--- src/hw/rtl/rbmo_pkg.sv ---
// Shared constants and types for the RGB565 box and marker overlay.
package rbmo_pkg;

  localparam int COORD_BITS = 12;
  localparam int SCOORD_BITS = COORD_BITS + 3;
  localparam int PIX_BITS = 16;
  localparam int CFG_INDEX_BITS = 3;

  typedef logic [COORD_BITS-1:0] coord_t;
  typedef logic signed [SCOORD_BITS-1:0] scoord_t;
  typedef logic [PIX_BITS-1:0] pix_t;

  typedef enum logic [CFG_INDEX_BITS-1:0] {
    CFG_FRAME_WIDTH  = 3'd0,
    CFG_FRAME_HEIGHT = 3'd1,
    CFG_BOX_ENABLE   = 3'd2,
    CFG_BOX_LEFT     = 3'd3,
    CFG_BOX_TOP      = 3'd4,
    CFG_BOX_SPAN_X   = 3'd5,
    CFG_BOX_SPAN_Y   = 3'd6
  } cfg_idx_t;

  typedef struct packed {
    coord_t frame_width;
    coord_t frame_height;
    logic   box_enable;
    coord_t box_left;
    coord_t box_top;
    coord_t box_span_x;
    coord_t box_span_y;
  } cfg_t;

  localparam coord_t RESET_FRAME_WIDTH  = COORD_BITS'(320);
  localparam coord_t RESET_FRAME_HEIGHT = COORD_BITS'(240);

  localparam pix_t CLR_RED    = 16'hF800;
  localparam pix_t CLR_GREEN  = 16'h07E0;
  localparam pix_t CLR_BLUE   = 16'h001F;
  localparam pix_t CLR_YELLOW = 16'hFFE0;
  localparam pix_t CLR_CYAN   = 16'h07FF;
  localparam pix_t CLR_WHITE  = 16'hFFFF;

  localparam scoord_t CROSS_HALF   = SCOORD_BITS'(50);
  localparam scoord_t MARK_MARGIN  = SCOORD_BITS'(30);
  localparam scoord_t MARK_LEN     = SCOORD_BITS'(20);
  localparam scoord_t BORDER_EXTRA = SCOORD_BITS'(3 - 1);

endpackage

--- src/hw/rtl/rbmo_overlay.sv ---
// Combinational paint logic: cross, corner marks, box border and center point.
module rbmo_overlay (
  input  rbmo_pkg::cfg_t   cfg,
  input  rbmo_pkg::coord_t pix_col,
  input  rbmo_pkg::coord_t pix_row,
  input  rbmo_pkg::pix_t   pix_in,
  output rbmo_pkg::pix_t   pix_out
);

  rbmo_pkg::scoord_t x, y, w, h, cx, cy, m, l;
  rbmo_pkg::scoord_t bl, bt, sx, sy, x1, y1, x2, y2, x2c, y2c, t;
  rbmo_pkg::scoord_t ctr_x, ctr_y;
  logic in_frame, cross_hit, blue_hit, yellow_hit, cyan_hit, red_hit;
  logic border_ok, rows_hit, cols_hit, center_hit;

  always_comb begin
    x = rbmo_pkg::SCOORD_BITS'(pix_col);
    y = rbmo_pkg::SCOORD_BITS'(pix_row);
    w = rbmo_pkg::SCOORD_BITS'(cfg.frame_width);
    h = rbmo_pkg::SCOORD_BITS'(cfg.frame_height);
    m = rbmo_pkg::MARK_MARGIN;
    l = rbmo_pkg::MARK_LEN;
    t = rbmo_pkg::BORDER_EXTRA;
    cx = w >>> 1;
    cy = h >>> 1;

    in_frame = (pix_col < cfg.frame_width) && (pix_row < cfg.frame_height);

    cross_hit = ((y == cy) && (x >= cx - rbmo_pkg::CROSS_HALF) &&
                 (x <= cx + rbmo_pkg::CROSS_HALF)) ||
                ((x == cx) && (y >= cy - rbmo_pkg::CROSS_HALF) &&
                 (y <= cy + rbmo_pkg::CROSS_HALF));
    blue_hit = ((y == m) && (x >= m) && (x <= m + l)) ||
               ((x == m) && (y >= m) && (y <= m + l));
    yellow_hit = ((y == m) && (x >= w - m - l) && (x <= w - m)) ||
                 ((x == w - m) && (y >= m) && (y <= m + l));
    cyan_hit = ((y == h - m) && (x >= m) && (x <= m + l)) ||
               ((x == m) && (y >= h - m - l) && (y <= h - m));
    red_hit = ((y == h - m) && (x >= w - m - l) && (x <= w - m)) ||
              ((x == w - m) && (y >= h - m - l) && (y <= h - m));

    bl = rbmo_pkg::SCOORD_BITS'(signed'(cfg.box_left));
    bt = rbmo_pkg::SCOORD_BITS'(signed'(cfg.box_top));
    sx = rbmo_pkg::SCOORD_BITS'(cfg.box_span_x);
    sy = rbmo_pkg::SCOORD_BITS'(cfg.box_span_y);
    x2 = bl + sx;
    y2 = bt + sy;
    x1 = bl[rbmo_pkg::SCOORD_BITS-1] ? '0 : bl;
    y1 = bt[rbmo_pkg::SCOORD_BITS-1] ? '0 : bt;
    x2c = (x2 >= w) ? w - rbmo_pkg::scoord_t'(1) : x2;
    y2c = (y2 >= h) ? h - rbmo_pkg::scoord_t'(1) : y2;
    border_ok = (sx != 0) && (sy != 0) && (x1 < x2c) && (y1 < y2c);
    rows_hit = (((y >= y1) && (y <= y1 + t)) || ((y >= y2c - t) && (y <= y2c))) &&
               (x >= x1) && (x <= x2c);
    cols_hit = (((x >= x1) && (x <= x1 + t)) || ((x >= x2c - t) && (x <= x2c))) &&
               (y >= y1) && (y <= y2c);

    ctr_x = bl + (sx >>> 1);
    ctr_y = bt + (sy >>> 1);
    center_hit = (x == ctr_x) && (y == ctr_y);

    pix_out = pix_in;
    if (in_frame) begin
      if (cross_hit) pix_out = rbmo_pkg::CLR_GREEN;
      if (blue_hit) pix_out = rbmo_pkg::CLR_BLUE;
      if (yellow_hit) pix_out = rbmo_pkg::CLR_YELLOW;
      if (cyan_hit) pix_out = rbmo_pkg::CLR_CYAN;
      if (red_hit) pix_out = rbmo_pkg::CLR_RED;
      if (cfg.box_enable && border_ok && (rows_hit || cols_hit)) pix_out = rbmo_pkg::CLR_RED;
      if (cfg.box_enable && center_hit) pix_out = rbmo_pkg::CLR_WHITE;
    end
  end

endmodule

--- src/hw/rtl/rgb565_box_and_marker_overlay.sv ---
// Top level of the RGB565 box and marker overlay: config registers and pixel pipeline.
// An accepted pixel is held in the input register, then its result is registered in the result register with done high.
// Throughput: one pixel per clock; busy stays low, one input register and one result register.
// Each pixel is a single pass of compare logic between the two registers.
// Reset (rst, synchronous, active high) clears the pipeline valid bits and loads the
// register defaults: frame 320 x 240, box disabled, box at 0 with zero spans.
module rgb565_box_and_marker_overlay (
  input  logic                                  clk,
  input  logic                                  rst,
  input  logic                                  start,
  output logic                                  busy,
  input  rbmo_pkg::coord_t                      pix_col,
  input  rbmo_pkg::coord_t                      pix_row,
  input  rbmo_pkg::pix_t                        pix_in,
  output logic                                  done,
  output rbmo_pkg::pix_t                        pix_out,
  input  logic                                  cfg_valid,
  output logic                                  cfg_ready,
  input  logic [rbmo_pkg::CFG_INDEX_BITS-1:0]   cfg_index,
  input  rbmo_pkg::coord_t                      cfg_data
);

  rbmo_pkg::cfg_t   cfg;
  logic             valid_q;
  rbmo_pkg::coord_t col_q, row_q;
  rbmo_pkg::pix_t   pix_q;
  rbmo_pkg::pix_t   pix_next;
  logic             accept;

  assign busy = 1'b0;
  assign cfg_ready = 1'b1;
  assign accept = start && !busy;

  always_ff @(posedge clk) begin
    if (rst) begin
      cfg.frame_width <= rbmo_pkg::RESET_FRAME_WIDTH;
      cfg.frame_height <= rbmo_pkg::RESET_FRAME_HEIGHT;
      cfg.box_enable <= 1'b0;
      cfg.box_left <= '0;
      cfg.box_top <= '0;
      cfg.box_span_x <= '0;
      cfg.box_span_y <= '0;
    end else if (cfg_valid && cfg_ready) begin
      case (cfg_index)
        rbmo_pkg::CFG_FRAME_WIDTH:  cfg.frame_width <= cfg_data;
        rbmo_pkg::CFG_FRAME_HEIGHT: cfg.frame_height <= cfg_data;
        rbmo_pkg::CFG_BOX_ENABLE:   cfg.box_enable <= cfg_data[0];
        rbmo_pkg::CFG_BOX_LEFT:     cfg.box_left <= cfg_data;
        rbmo_pkg::CFG_BOX_TOP:      cfg.box_top <= cfg_data;
        rbmo_pkg::CFG_BOX_SPAN_X:   cfg.box_span_x <= cfg_data;
        rbmo_pkg::CFG_BOX_SPAN_Y:   cfg.box_span_y <= cfg_data;
        default: ;
      endcase
    end
  end

  always_ff @(posedge clk) begin
    if (rst) begin
      valid_q <= 1'b0;
      done <= 1'b0;
    end else begin
      valid_q <= accept;
      done <= valid_q;
    end
  end

  always_ff @(posedge clk) begin
    if (accept) begin
      col_q <= pix_col;
      row_q <= pix_row;
      pix_q <= pix_in;
    end
    if (valid_q) begin
      pix_out <= pix_next;
    end
  end

  rbmo_overlay u_overlay (
    .cfg     (cfg),
    .pix_col (col_q),
    .pix_row (row_q),
    .pix_in  (pix_q),
    .pix_out (pix_next)
  );

  a_accept_reaches_stage: assert property (@(posedge clk) disable iff (rst)
    accept |=> valid_q)
    else $error("accepted transaction did not enter the input register");

  a_stage_gives_done: assert property (@(posedge clk) disable iff (rst)
    valid_q |=> done)
    else $error("registered transaction produced no result strobe");

  a_done_has_source: assert property (@(posedge clk) disable iff (rst)
    done |-> $past(valid_q))
    else $error("result strobe without a transaction in flight");

  a_outside_untouched: assert property (@(posedge clk) disable iff (rst)
    (valid_q && ((col_q >= cfg.frame_width) || (row_q >= cfg.frame_height)))
      |=> (pix_out == $past(pix_q)))
    else $error("pixel outside the frame was repainted");

endmodule

--- config.mk ---
export PLATFORM = sky130hd
export DESIGN_NAME = rgb565_box_and_marker_overlay
export DESIGN_NICKNAME = d
export VERILOG_FILES = /design/src/hw/rtl/rbmo_pkg.sv /design/src/hw/rtl/rbmo_overlay.sv /design/src/hw/rtl/rgb565_box_and_marker_overlay.sv
export SDC_FILE = /design/constraint.sdc
export NUM_CORES = 1
export LEC_CHECK = 0
export ABC_CLOCK_PERIOD_IN_PS = 7260
export BUFFER_PORTS_ARGS = -buffer_cell sky130_fd_sc_hd__buf_2
export CAP_MARGIN = 20
export CORE_MARGIN = 10
export CORE_UTILIZATION = 25
export CTS_BUF_LIST = sky130_fd_sc_hd__clkbuf_4
export CTS_CLUSTER_DIAMETER = 50
export DETAILED_ROUTE_END_ITERATION = 10
export MAX_ROUTING_LAYER = met4
export PLACE_DENSITY = 0.39
export SLEW_MARGIN = 25
export SYNTH_ARGS = -nofsm -noshare
export SYNTH_HDL_FRONTEND = slang
export SYNTH_SLANG_ARGS = --single-unit
--- constraint.sdc ---
create_clock -name clk -period 7.26 [get_ports clk]
set_clock_uncertainty 0.05 [all_clocks]
set_input_delay 0.726 -clock clk [delete_from_list [all_inputs] [get_ports clk]]
set_output_delay 0.726 -clock clk [all_outputs]
set_load 0.03 [all_outputs]
## After elaboration in Yosys (flattened, before gate mapping)

Cells that the tools add are included.

- Add/subtract/negate cells: 18
- Multipliers: 0
- Div/mod/pow operators: 0
- Magnitude comparators: 26
- Equal/unequal tests: 14
- Shifts and indexed selects: 0
- Mux-type cells: 12
- Bitwise gates (word level): 0
- Reduce and logical (&&, ||, !) cells: 54

Operators by type and width:

| cell | number |
|---|---|
| 2-to-1 mux 16 bit | 8 |
| greater-or-equal comparator 13 x 15 -> 1 bit | 8 |
| less-or-equal comparator 13 x 15 -> 1 bit | 8 |
| == test 13 x 15 -> 1 bit | 4 |
| logical AND 1 bit | 36 |
| adder 15 x 3 -> 15 bit, second input constant | 2 |
| greater-or-equal comparator 15 x 13 -> 1 bit | 2 |
| < comparator 15 bit | 2 |
| 2-to-1 mux 15 bit | 2 |
| subtractor 15 x 3 -> 15 bit, second input constant | 2 |
| subtractor 15 x 6 -> 15 bit, second input constant | 2 |
| adder 12 x 13 -> 14 bit | 2 |
| adder 12 x 12 -> 13 bit | 2 |
| subtractor 12 x 1 -> 13 bit, second input constant | 2 |
| subtractor 12 x 5 -> 13 bit, second input constant | 2 |
| adder 11 x 6 -> 12 bit, second input constant | 2 |
| == test 12 bit | 2 |
| == test 12 x 6 -> 1 bit, second input constant | 2 |
| greater-or-equal comparator 12 x 5 -> 1 bit, second input constant | 2 |
| less-or-equal comparator 12 x 6 -> 1 bit, second input constant | 2 |
| < comparator 12 bit | 2 |
| nonzero test 12 bit | 2 |
| subtractor 11 x 6 -> 12 bit, second input constant | 2 |
| 2-to-1 mux 11 bit | 2 |
| 6 further kinds | 22 |

- Register bits: 131
- Latch bits: 0
- RAM bits: 0
- Memory bits (read-only): 0
- Bits of input ports: 59
- Word-level logic and storage cells: 137
- Memories kept: 0

## Longest topological paths before layout

Gate-level depths: netlist of the first run.

- Word-level depth: 14
- Depth in mapped cells: 38

## Modules after synthesis

From an unflattened synthesis of the first run, not the netlist that was laid out.

- Cell total of the unflattened synthesis: 2,053
- Area, all modules: 17,509.3 um^2

By module, submodules not included:

| module | times used | cells each | area an instance (um^2) | sequential area each (um^2) |
|---|---|---|---|---|
| rbmo_overlay | 1 | 1,722 | 12,818.5 | 0.0 |
| rgb565_box_and_marker_overlay | 1 | 331 | 4,690.7 | 3,183.1 |

## Least setup slack after synthesis of the first run

No wires, ideal clock.

- Path type: reg-to-reg
- Start point: reg cfg[0] (netlist name)
- End point: reg pix_out[11], data pin
- Library setup time: 0.264 ns
- Arrival time: 7.202 ns
- Data required time: 6.946 ns
- Setup slack: -0.256 ns
- Stages on the path, launching flop included: 38
- Path buffers: 3
- Path through: dfxtp_1 ha_1 fa_1 a211oi_2 o211ai_1 a21oi_1 o21bai_1 a21oi_1 xnor2_1 ha_1 a21o_1 a221o_1 a21oi_1 nand3_1 o211ai_2 o21ai_2 buf_6 clkbuf_1 [... 2 more ...] inv_1 nor4_1 mux2i_1 nor3_2 nand3_1 xnor2_1 ha_1 or4_1 a21oi_1 o21ai_0 a21oi_1 a2111oi_0 nor4_1 o211ai_1 and3_1 buf_6 nor4_1 nor3_1

- Longest elaborated chain between the ends: 14
- Elaborated cells between the ends (all ways): 22
- Classes of those cells: 2 x add/sub; 4 x order compare; 4 x mux; 12 x reduce/logical

Ends and longest elaborated chain:

| element | RTL line | RTL |
|---|---|---|
| adder 12 x 13 -> 14 bit | rbmo_overlay.sv:47 | `y2 = bt + sy;` |
| greater-or-equal comparator 15 x 13 -> 1 bit | rbmo_overlay.sv:51 | `y2c = (y2 >= h) ? h - rbmo_pkg::scoord_t'(1) : y2;` |
| 2-to-1 mux 15 bit | rbmo_overlay.sv:51 |  |
| subtractor 15 x 3 -> 15 bit | rbmo_overlay.sv:53 | `rows_hit = (((y >= y1) && (y <= y1 + t)) \|\| ((y >= y2c - t) && (y <= y2c))) &&` |
| greater-or-equal comparator 13 x 15 -> 1 bit | rbmo_overlay.sv:53 |  |
| logical AND 1 bit | rbmo_overlay.sv:53 |  |
| logical OR 1 bit | rbmo_overlay.sv:53 |  |
| logical AND 1 bit | rbmo_overlay.sv:53 |  |
| logical AND 1 bit | rbmo_overlay.sv:54 | `(x >= x1) && (x <= x2c);` |
| logical OR 1 bit | rbmo_overlay.sv:69 | `if (cfg.box_enable && border_ok && (rows_hit \|\| cols_hit)) pix_out = rbmo_pkg::CLR_RED;` |
| logical AND 1 bit (*) | rbmo_overlay.sv:69 |  |
| 2-to-1 mux 16 bit (*) | rbmo_overlay.sv:69 |  |
| 2-to-1 mux 16 bit (*) | rbmo_overlay.sv:70 | `if (cfg.box_enable && center_hit) pix_out = rbmo_pkg::CLR_WHITE;` |
| 2-to-1 mux 16 bit (*) | rbmo_overlay.sv:63 | `if (in_frame) begin` |
| named net pix_next[11] | rgb565_box_and_marker_overlay.sv:27 | `rbmo_pkg::pix_t pix_next;` |
| to (signal assigned) | rgb565_box_and_marker_overlay.sv:74 | `pix_out <= pix_next;` |
| to (decl) | rgb565_box_and_marker_overlay.sv:16 | `output rbmo_pkg::pix_t pix_out,` |

Mark *: on every way through the listed nets, which the timed path passes. The rest lies on a longest branch.
A chain may end at the register's enable or synchronous reset.

## Final worst setup path of the first run

- Start point: reg cfg[0] (netlist name)
- End point: reg pix_out[12], data pin

- Longest elaborated chain between the ends: 14
- Elaborated cells between the ends (all ways): 22
- Classes of those cells: 2 x add/sub; 4 x order compare; 4 x mux; 12 x reduce/logical

Ends and longest elaborated chain:

| element | RTL line |
|---|---|
| adder 12 x 13 -> 14 bit | rbmo_overlay.sv:47 |
| greater-or-equal comparator 15 x 13 -> 1 bit | rbmo_overlay.sv:51 |
| 2-to-1 mux 15 bit | rbmo_overlay.sv:51 |
| subtractor 15 x 3 -> 15 bit | rbmo_overlay.sv:53 |
| greater-or-equal comparator 13 x 15 -> 1 bit | rbmo_overlay.sv:53 |
| logical AND 1 bit | rbmo_overlay.sv:53 |
| logical OR 1 bit | rbmo_overlay.sv:53 |
| logical AND 1 bit | rbmo_overlay.sv:53 |
| logical AND 1 bit | rbmo_overlay.sv:54 |
| logical OR 1 bit | rbmo_overlay.sv:69 |
| logical AND 1 bit (*) | rbmo_overlay.sv:69 |
| 2-to-1 mux 16 bit (*) | rbmo_overlay.sv:69 |
| 2-to-1 mux 16 bit (*) | rbmo_overlay.sv:70 |
| 2-to-1 mux 16 bit (*) | rbmo_overlay.sv:63 |
| named net pix_next[12] | rgb565_box_and_marker_overlay.sv:27 |

Marked as above.

==> impl_metrics.toml, run 1 <==
[status]
status = "finished, final reports clean"

[power]
ir_drop_mv = 0.08540
power.leakage_nw = 8.197
power.density_nw_per_um2 = 131.4

[finish]
seq_area_sq_um = 3187
area_growth_pct = 18.18
final_area_sq_um = 19380
fillers = 6975
fin_nets = 2573
multi_input_area_sq_um = 12870
drive_gt1_share_pct = 16.10

[flow_run]
cap_violations = 0

[die]
core.rowCount = 93
start_util_pct = 25.34
core_area_sq_um = 64700
die-area_sq_um = 76230
die_w_microns = 276.1
io-pin-count = 78
die_y_microns = 276.1

[clock_tree]
clock_sinks = 131
clk_latency_ns = 0.62
clock_tree.buffer_depth = 2
postCtsHoldBufs = 0
cts-buffers-inserted = 17
htreeDepth = 4
clock_tree.root_cell = "clkbuf_4"
cts_tree = "yes"
path_clk_slew_ns = 0.15

[place]
place.gp.congestion = 0.9059
placed_cell_area_sq_um = 18620
portBuffers = 75
dp_hpwl_mm = 51.15

[global_routing]
antenna_found_initial = 1
overflow = 0
grt_pass1_vias = 15650
grt_max_degree = 76
track_usage_pct = 16.79
grt_pass1_wl_mm = 97.56

[sta]
setup_viol = 0
slew_viol_final = 0
rsz0062_at_grt = "yes"
fin_hold_ws_ns = 0.2179
maxSlewHeadroom_pct = 26.25
worstMarginPinSlew_ns = 1.091
max_clock_freq_mhz = 142.2
tns_ns = 0
hold_violations = 0
finalCriticalPeriod_ns = 7.033
fin_crit_sh_pct = 96.87

[worst_setup_path]
cp.required_ns = 7.57
crit_start = "cfg[0]"
max_stage_delay_ns = 0.52
reg2reg_from = "cfg[0]"
cp.arrival_ns = 7.34
startpoint_type = "register"
crit_type = "reg -> reg"
cp_max_fo = 7
ff2ff_path_depth = 35
endpoint = "pix_out[12]"
critPathMostFrequentCell = "a21oi_2"
crit_path_end_kind = "register"
r2r-end = "pix_out[12]"
r2r_slack_ns = 0.23
slowest_stage = "or4_4"

[drt]
ant_nets = 0
via_per_inst = 5.150
dr.pass1.iters = 5
drc_errors = 0
drt-total-wl_mm = 64.73
drt-initial-drc-count = 1008
wl_per_cell_microns = 21.02
vias = 15860

[synthesis]
syn_area_sq_um = 16400
yosysWarningCount = 0
synth-seq-cells = 131
syn-instance-count = 2016
synth_top_area_share_pct = 22.89
synth_top_cell_by_area = "ha_1"
async_flop_share_pct = 0
synthTopCellsByCount = "ha_1 (300), nand2_1 (252), a21oi_1 (166)"
ys_types = 95
synth.top_cells.by_area = "ha_1 (23%), edfxtp_1 (10%), dfxtp_1 (9.2%)"
synth_enable_flop_cells = 56
avgSynthCellArea_sq_um = 8.133
synthesis.nets = 2379
yosysMostFrequentCell = "ha_1"
synthFlopType = "dfxtp_1"
synth_seq_area_share_pct = 19.41

[hold_path]
hold_class = "in -> reg"
worst min-delay path by stage:
stage	start	to	slack (ns)	cells past startpoint
2_1_floorplan	cfg[0]	cfg[0]	0.40	2
3_5_place_dp	cfg[12]	cfg[12]	0.46	2
5_1_grt	pix_in[1]	pix_q[1]	0.15	1
3_3_place_gp	cfg[12]	cfg[12]	0.45	2
4_1_cts	pix_col[8]	col_q[8]	0.15	1
6_report	pix_col[8]	col_q[8]	0.22	1
flip-flops by register name, summed over array words and instances, names as in the netlist:
signal,flops
pix_q,16
valid_q,1
row_q,12
cfg,73
pix_out,16
done,1
col_q,12
metal layers:
metal / up-vias / part of all wire [%] / global-route usage, %
met5: - / 0 / -
met4: 0 / 1.9 / 3.480
met3: 60 / 3.9 / 2.082
met2: 384 / 43 / 25.15
met1: 7681 / 51 / 23.72
li1: 7732 / - / -
critical path, delay by kind of cell, from the launching register on:
kind / cells / cell delay, ns
fa+ha+maj: 5 / 1.17
flops: 1 / 0.36
compound gates: 16 / 2.56
xor+xnor: 2 / 0.23
simple gates: 8 / 1.88
buf+inv: 3 / 0.36
mux: 1 / 0.15
cell type report:
class / instances / share of cell area [%]
tap: 855 / 5.520
sequential: 131 / 16.44
timing repair buffer: 229 / 8.000
antenna: 1 / 0.01291
multi-input combinational: 1730 / 66.41
clock inverter: 15 / 0.9943
inverter: 101 / 1.956
clock buffer: 17 / 0.6586
logic make-up after synthesis:
kind of cell | Yosys count | synth area share (%)
simple gates | 702 | 21.11
compound gates | 495 | 19.78
fa+ha+maj | 305 | 23.44
xor+xnor | 198 | 10.62
buf+inv | 155 | 3.739
flops | 131 | 19.41
mux | 28 | 1.847
other cells | 2 | 0.04580
per-stage QoR:
stage               utilization, %  total power [mW]  cells  setup slack [ns]
floorplan                        -             1.540   2016          0.006034
global placement             28.78             1.912   3025           -0.1892
detailed placement           28.78             1.917   3025           -0.2896
CTS                          29.43             2.519   3066           0.03267
global route                 29.95             2.729   3079           -0.1362
finish                       29.95             2.546   3079            0.2269
cell usage in the layout (no fill, tap or decap), types with 36 or more instances in the layout:
cell type  instances
ha_1             296
nand2_1          251
a21oi_1          162
xnor2_1          158
buf_4            150
nor2_1           116
inv_1             92
buf_2             75
nand3_1           72
dfxtp_1           72
o21ai_0           67
a21o_1            65
edfxtp_1          56
nand4_1           44
o21a_1            44
xor2_1            36
nor2b_1           36
what timing repair did:
| action | CTS | global route |
|---|---|---|
| gates cloned | 0 | 0 |
| setup buffers | 9 | 13 |
| setup endpoints to repair | 16 | 16 |
| gates resized for setup | 7 | 52 |
| pin swaps | 6 | 30 |
power breakdown:
| group | internal, mW | switching [mW] | leakage, nW |
|---|---|---|---|
| Sequential | 0.806 | 0.0387 | 1.15 |
| Combinational | 0.488 | 0.637 | 6.88 |
| Clock | 0.222 | 0.354 | 0.163 |
| Total | 1.52 | 1.03 | 8.20 |
(Power assumes the default switching activity.)
==> run 2: changes to the inputs <==
--- a/config.mk
+++ b/config.mk
@@ -9,12 +9,12 @@
 export BUFFER_PORTS_ARGS = -buffer_cell sky130_fd_sc_hd__buf_2
 export CAP_MARGIN = 20
 export CORE_MARGIN = 10
-export CORE_UTILIZATION = 25
+export CORE_UTILIZATION = 38
 export CTS_BUF_LIST = sky130_fd_sc_hd__clkbuf_4
 export CTS_CLUSTER_DIAMETER = 50
 export DETAILED_ROUTE_END_ITERATION = 10
 export MAX_ROUTING_LAYER = met4
-export PLACE_DENSITY = 0.39
+export PLACE_DENSITY = 0.54
 export SLEW_MARGIN = 25
 export SYNTH_ARGS = -nofsm -noshare
 export SYNTH_HDL_FRONTEND = slang
==> impl_metrics.toml, run 2 (synthesis results as in run 1) <==
[status]
status = "finished, final reports clean"

[power]
comb_power_share_pct = 43.5
ir_drop_mv = 0.1548
p_switching_mw = 0.9893
seqPwrFrac_pct = 34.3
finalPower_mw = 2.467
power.leakage_nw = 7.999
swShare_pct = 40.10
power.density_nw_per_um2 = 131.7
clock_power_share_pct = 22.2
intPower_mw = 1.478

[sta]
worstMarginPinSlew_ns = 1.107
setup_viol = 0
maxSlewHeadroom_pct = 26.17
finalCriticalPeriod_ns = 7.210
tns_ns = 0
max_clock_freq_mhz = 138.7
slew_viol_final = 0
hold_violations = 0
rsz0062_at_grt = "yes"
fin_crit_sh_pct = 99.31

[global_routing]
grt_pass1_vias = 15250
overflow = 0
antenna_found_initial = 0
track_usage_pct = 22.72
grt_pass1_wl_mm = 90.51
grt_max_degree = 76

[worst_setup_path]
cp.arrival_ns = 7.53
startpoint_type = "register"
slowest_stage = "or4_1"
crit_type = "reg -> reg"
max_stage_delay_ns = 0.51
crit_path_end_kind = "register"
critPathMostFrequentCell = "a21oi_2"
cp.required_ns = 7.58
cp_max_fo = 6
ff2ff_path_depth = 35

[finish]
area_growth_pct = 14.28
fin_cells = 2776
fin_nets = 2540
final_util_pct = 43.69
seq_area_sq_um = 3186
largest_reg_flops = 73
regMostFlops = "cfg"
mostFrequentLayoutCell = "ha_1"
fillers = 4394
drive_gt1_share_pct = 14.38
multi_input_area_sq_um = 12850
final_cell_mix = "ha_1 (296), nand2_1 (252), a21oi_1 (161), xnor2_1 (158), buf_4 (120)"
top_regs = "cfg x73, pix_out x16, pix_q x16"

[die]
core_area_sq_um = 42890
die_w_microns = 227.7
die-area_sq_um = 51860
die_y_microns = 227.7
core.rowCount = 76
start_util_pct = 38.23
io-pin-count = 78

[place]
place_inst = 2737
place.gp.congestion = 0.9862
dp_hpwl_mm = 46.41
portBuffers = 75

[hold_path]
min_path_cells = 1
hold_class = "in -> reg"

[clock_tree]
clk_latency_ns = 0.62
clock_sinks = 131
clock_tree.root_cell = "clkbuf_4"
clock_tree.buffer_depth = 2
cts_tree = "yes"
postCtsHoldBufs = 0
path_clk_slew_ns = 0.14
htreeDepth = 4
cts-buffers-inserted = 17

[drt]
via_per_inst = 5.672
drt-initial-drc-count = 1250
drc_errors = 0
drt-total-wl_mm = 59.05
ant_nets = 0
dr.pass1.iters = 5
vias = 15750
wl_per_cell_microns = 21.27

[flow_run]
cap_violations = 0
-- run 2: changes by cell type in the layout (fill, tap and decap cells not counted), moves of 2 or more --
cell	previous run	this run
a21oi_4	0	2
buf_4	150	120
buf_6	3	1
clkinv_4	2	0
inv_6	1	5
inv_8	6	3
-- run 2: per-layer routing --
metal	track usage, %	share of wire, %
met1	31.20	48
met2	34.21	44
met3	3.301	6.2
met4	5.955	2.2
met5	-	0
-- run 2: worst paths after layout --
path	endpoint	slack [ns]	from
setup / recovery	pix_out[12]	0.05	cfg[24]
hold / removal	col_q[0]	0.23	pix_col[0]
setup reg to reg	pix_out[12]	0.05	cfg[24]
hold reg to reg	cfg[12]	0.45	cfg[12]
-- run 2: area by class of cell --
| class | instances | share of cell area (%) |
|---|---|---|
| clock buffers | 17 | 0.6811 |
| diodes | 1 | 0.01335 |
| inverters | 101 | 2.023 |
| repair buffers | 196 | 6.871 |
| well taps | 585 | 3.906 |
| clock inverters | 15 | 0.9148 |
| multi-input cells | 1730 | 68.59 |
| flip-flops and latches | 131 | 17.00 |
-- run 2: worst max-delay path, delay by kind of cell, from the launching register on --
family          cells  cell delay (ns)
compound gates     16             2.50
xor+xnor            2             0.24
fa+ha+maj           5             1.25
buf+inv             3             0.38
flops               1             0.36
mux                 1             0.15
simple gates        8             2.03
-- run 2: per-stage QoR --
step	worst slack (ns)	hold WS (ns)	cell area [sq um]
2_1_floorplan	0.006034	0.4038	16410
3_3_place_gp	-0.05389	0.4344	18140
3_5_place_dp	-0.2340	0.4363	18140
4_1_cts	0.01141	0.1803	18500
5_1_grt	-0.3666	0.1806	18740
6_report	0.05037	0.2285	18740
-- run 2: timing repair --
item | in CTS | in global routing
gates resized for setup | 10 | 37
buffers inserted | 1 | 5
pin swaps | 4 | 35
endpoints found under the setup margin | 16 | 16
hold endpoints to repair | 0 | 0
-- run 2: power groups by stage --
stage,combinational (mW),sequential (mW),clock (mW)
after floorplan,0.665,0.875,0
after global placement,1.01,0.861,0
after detailed placement,1.03,0.860,0
after CTS,1.04,0.845,0.558
after global routing,1.19,0.850,0.588
final,1.07,0.846,0.547
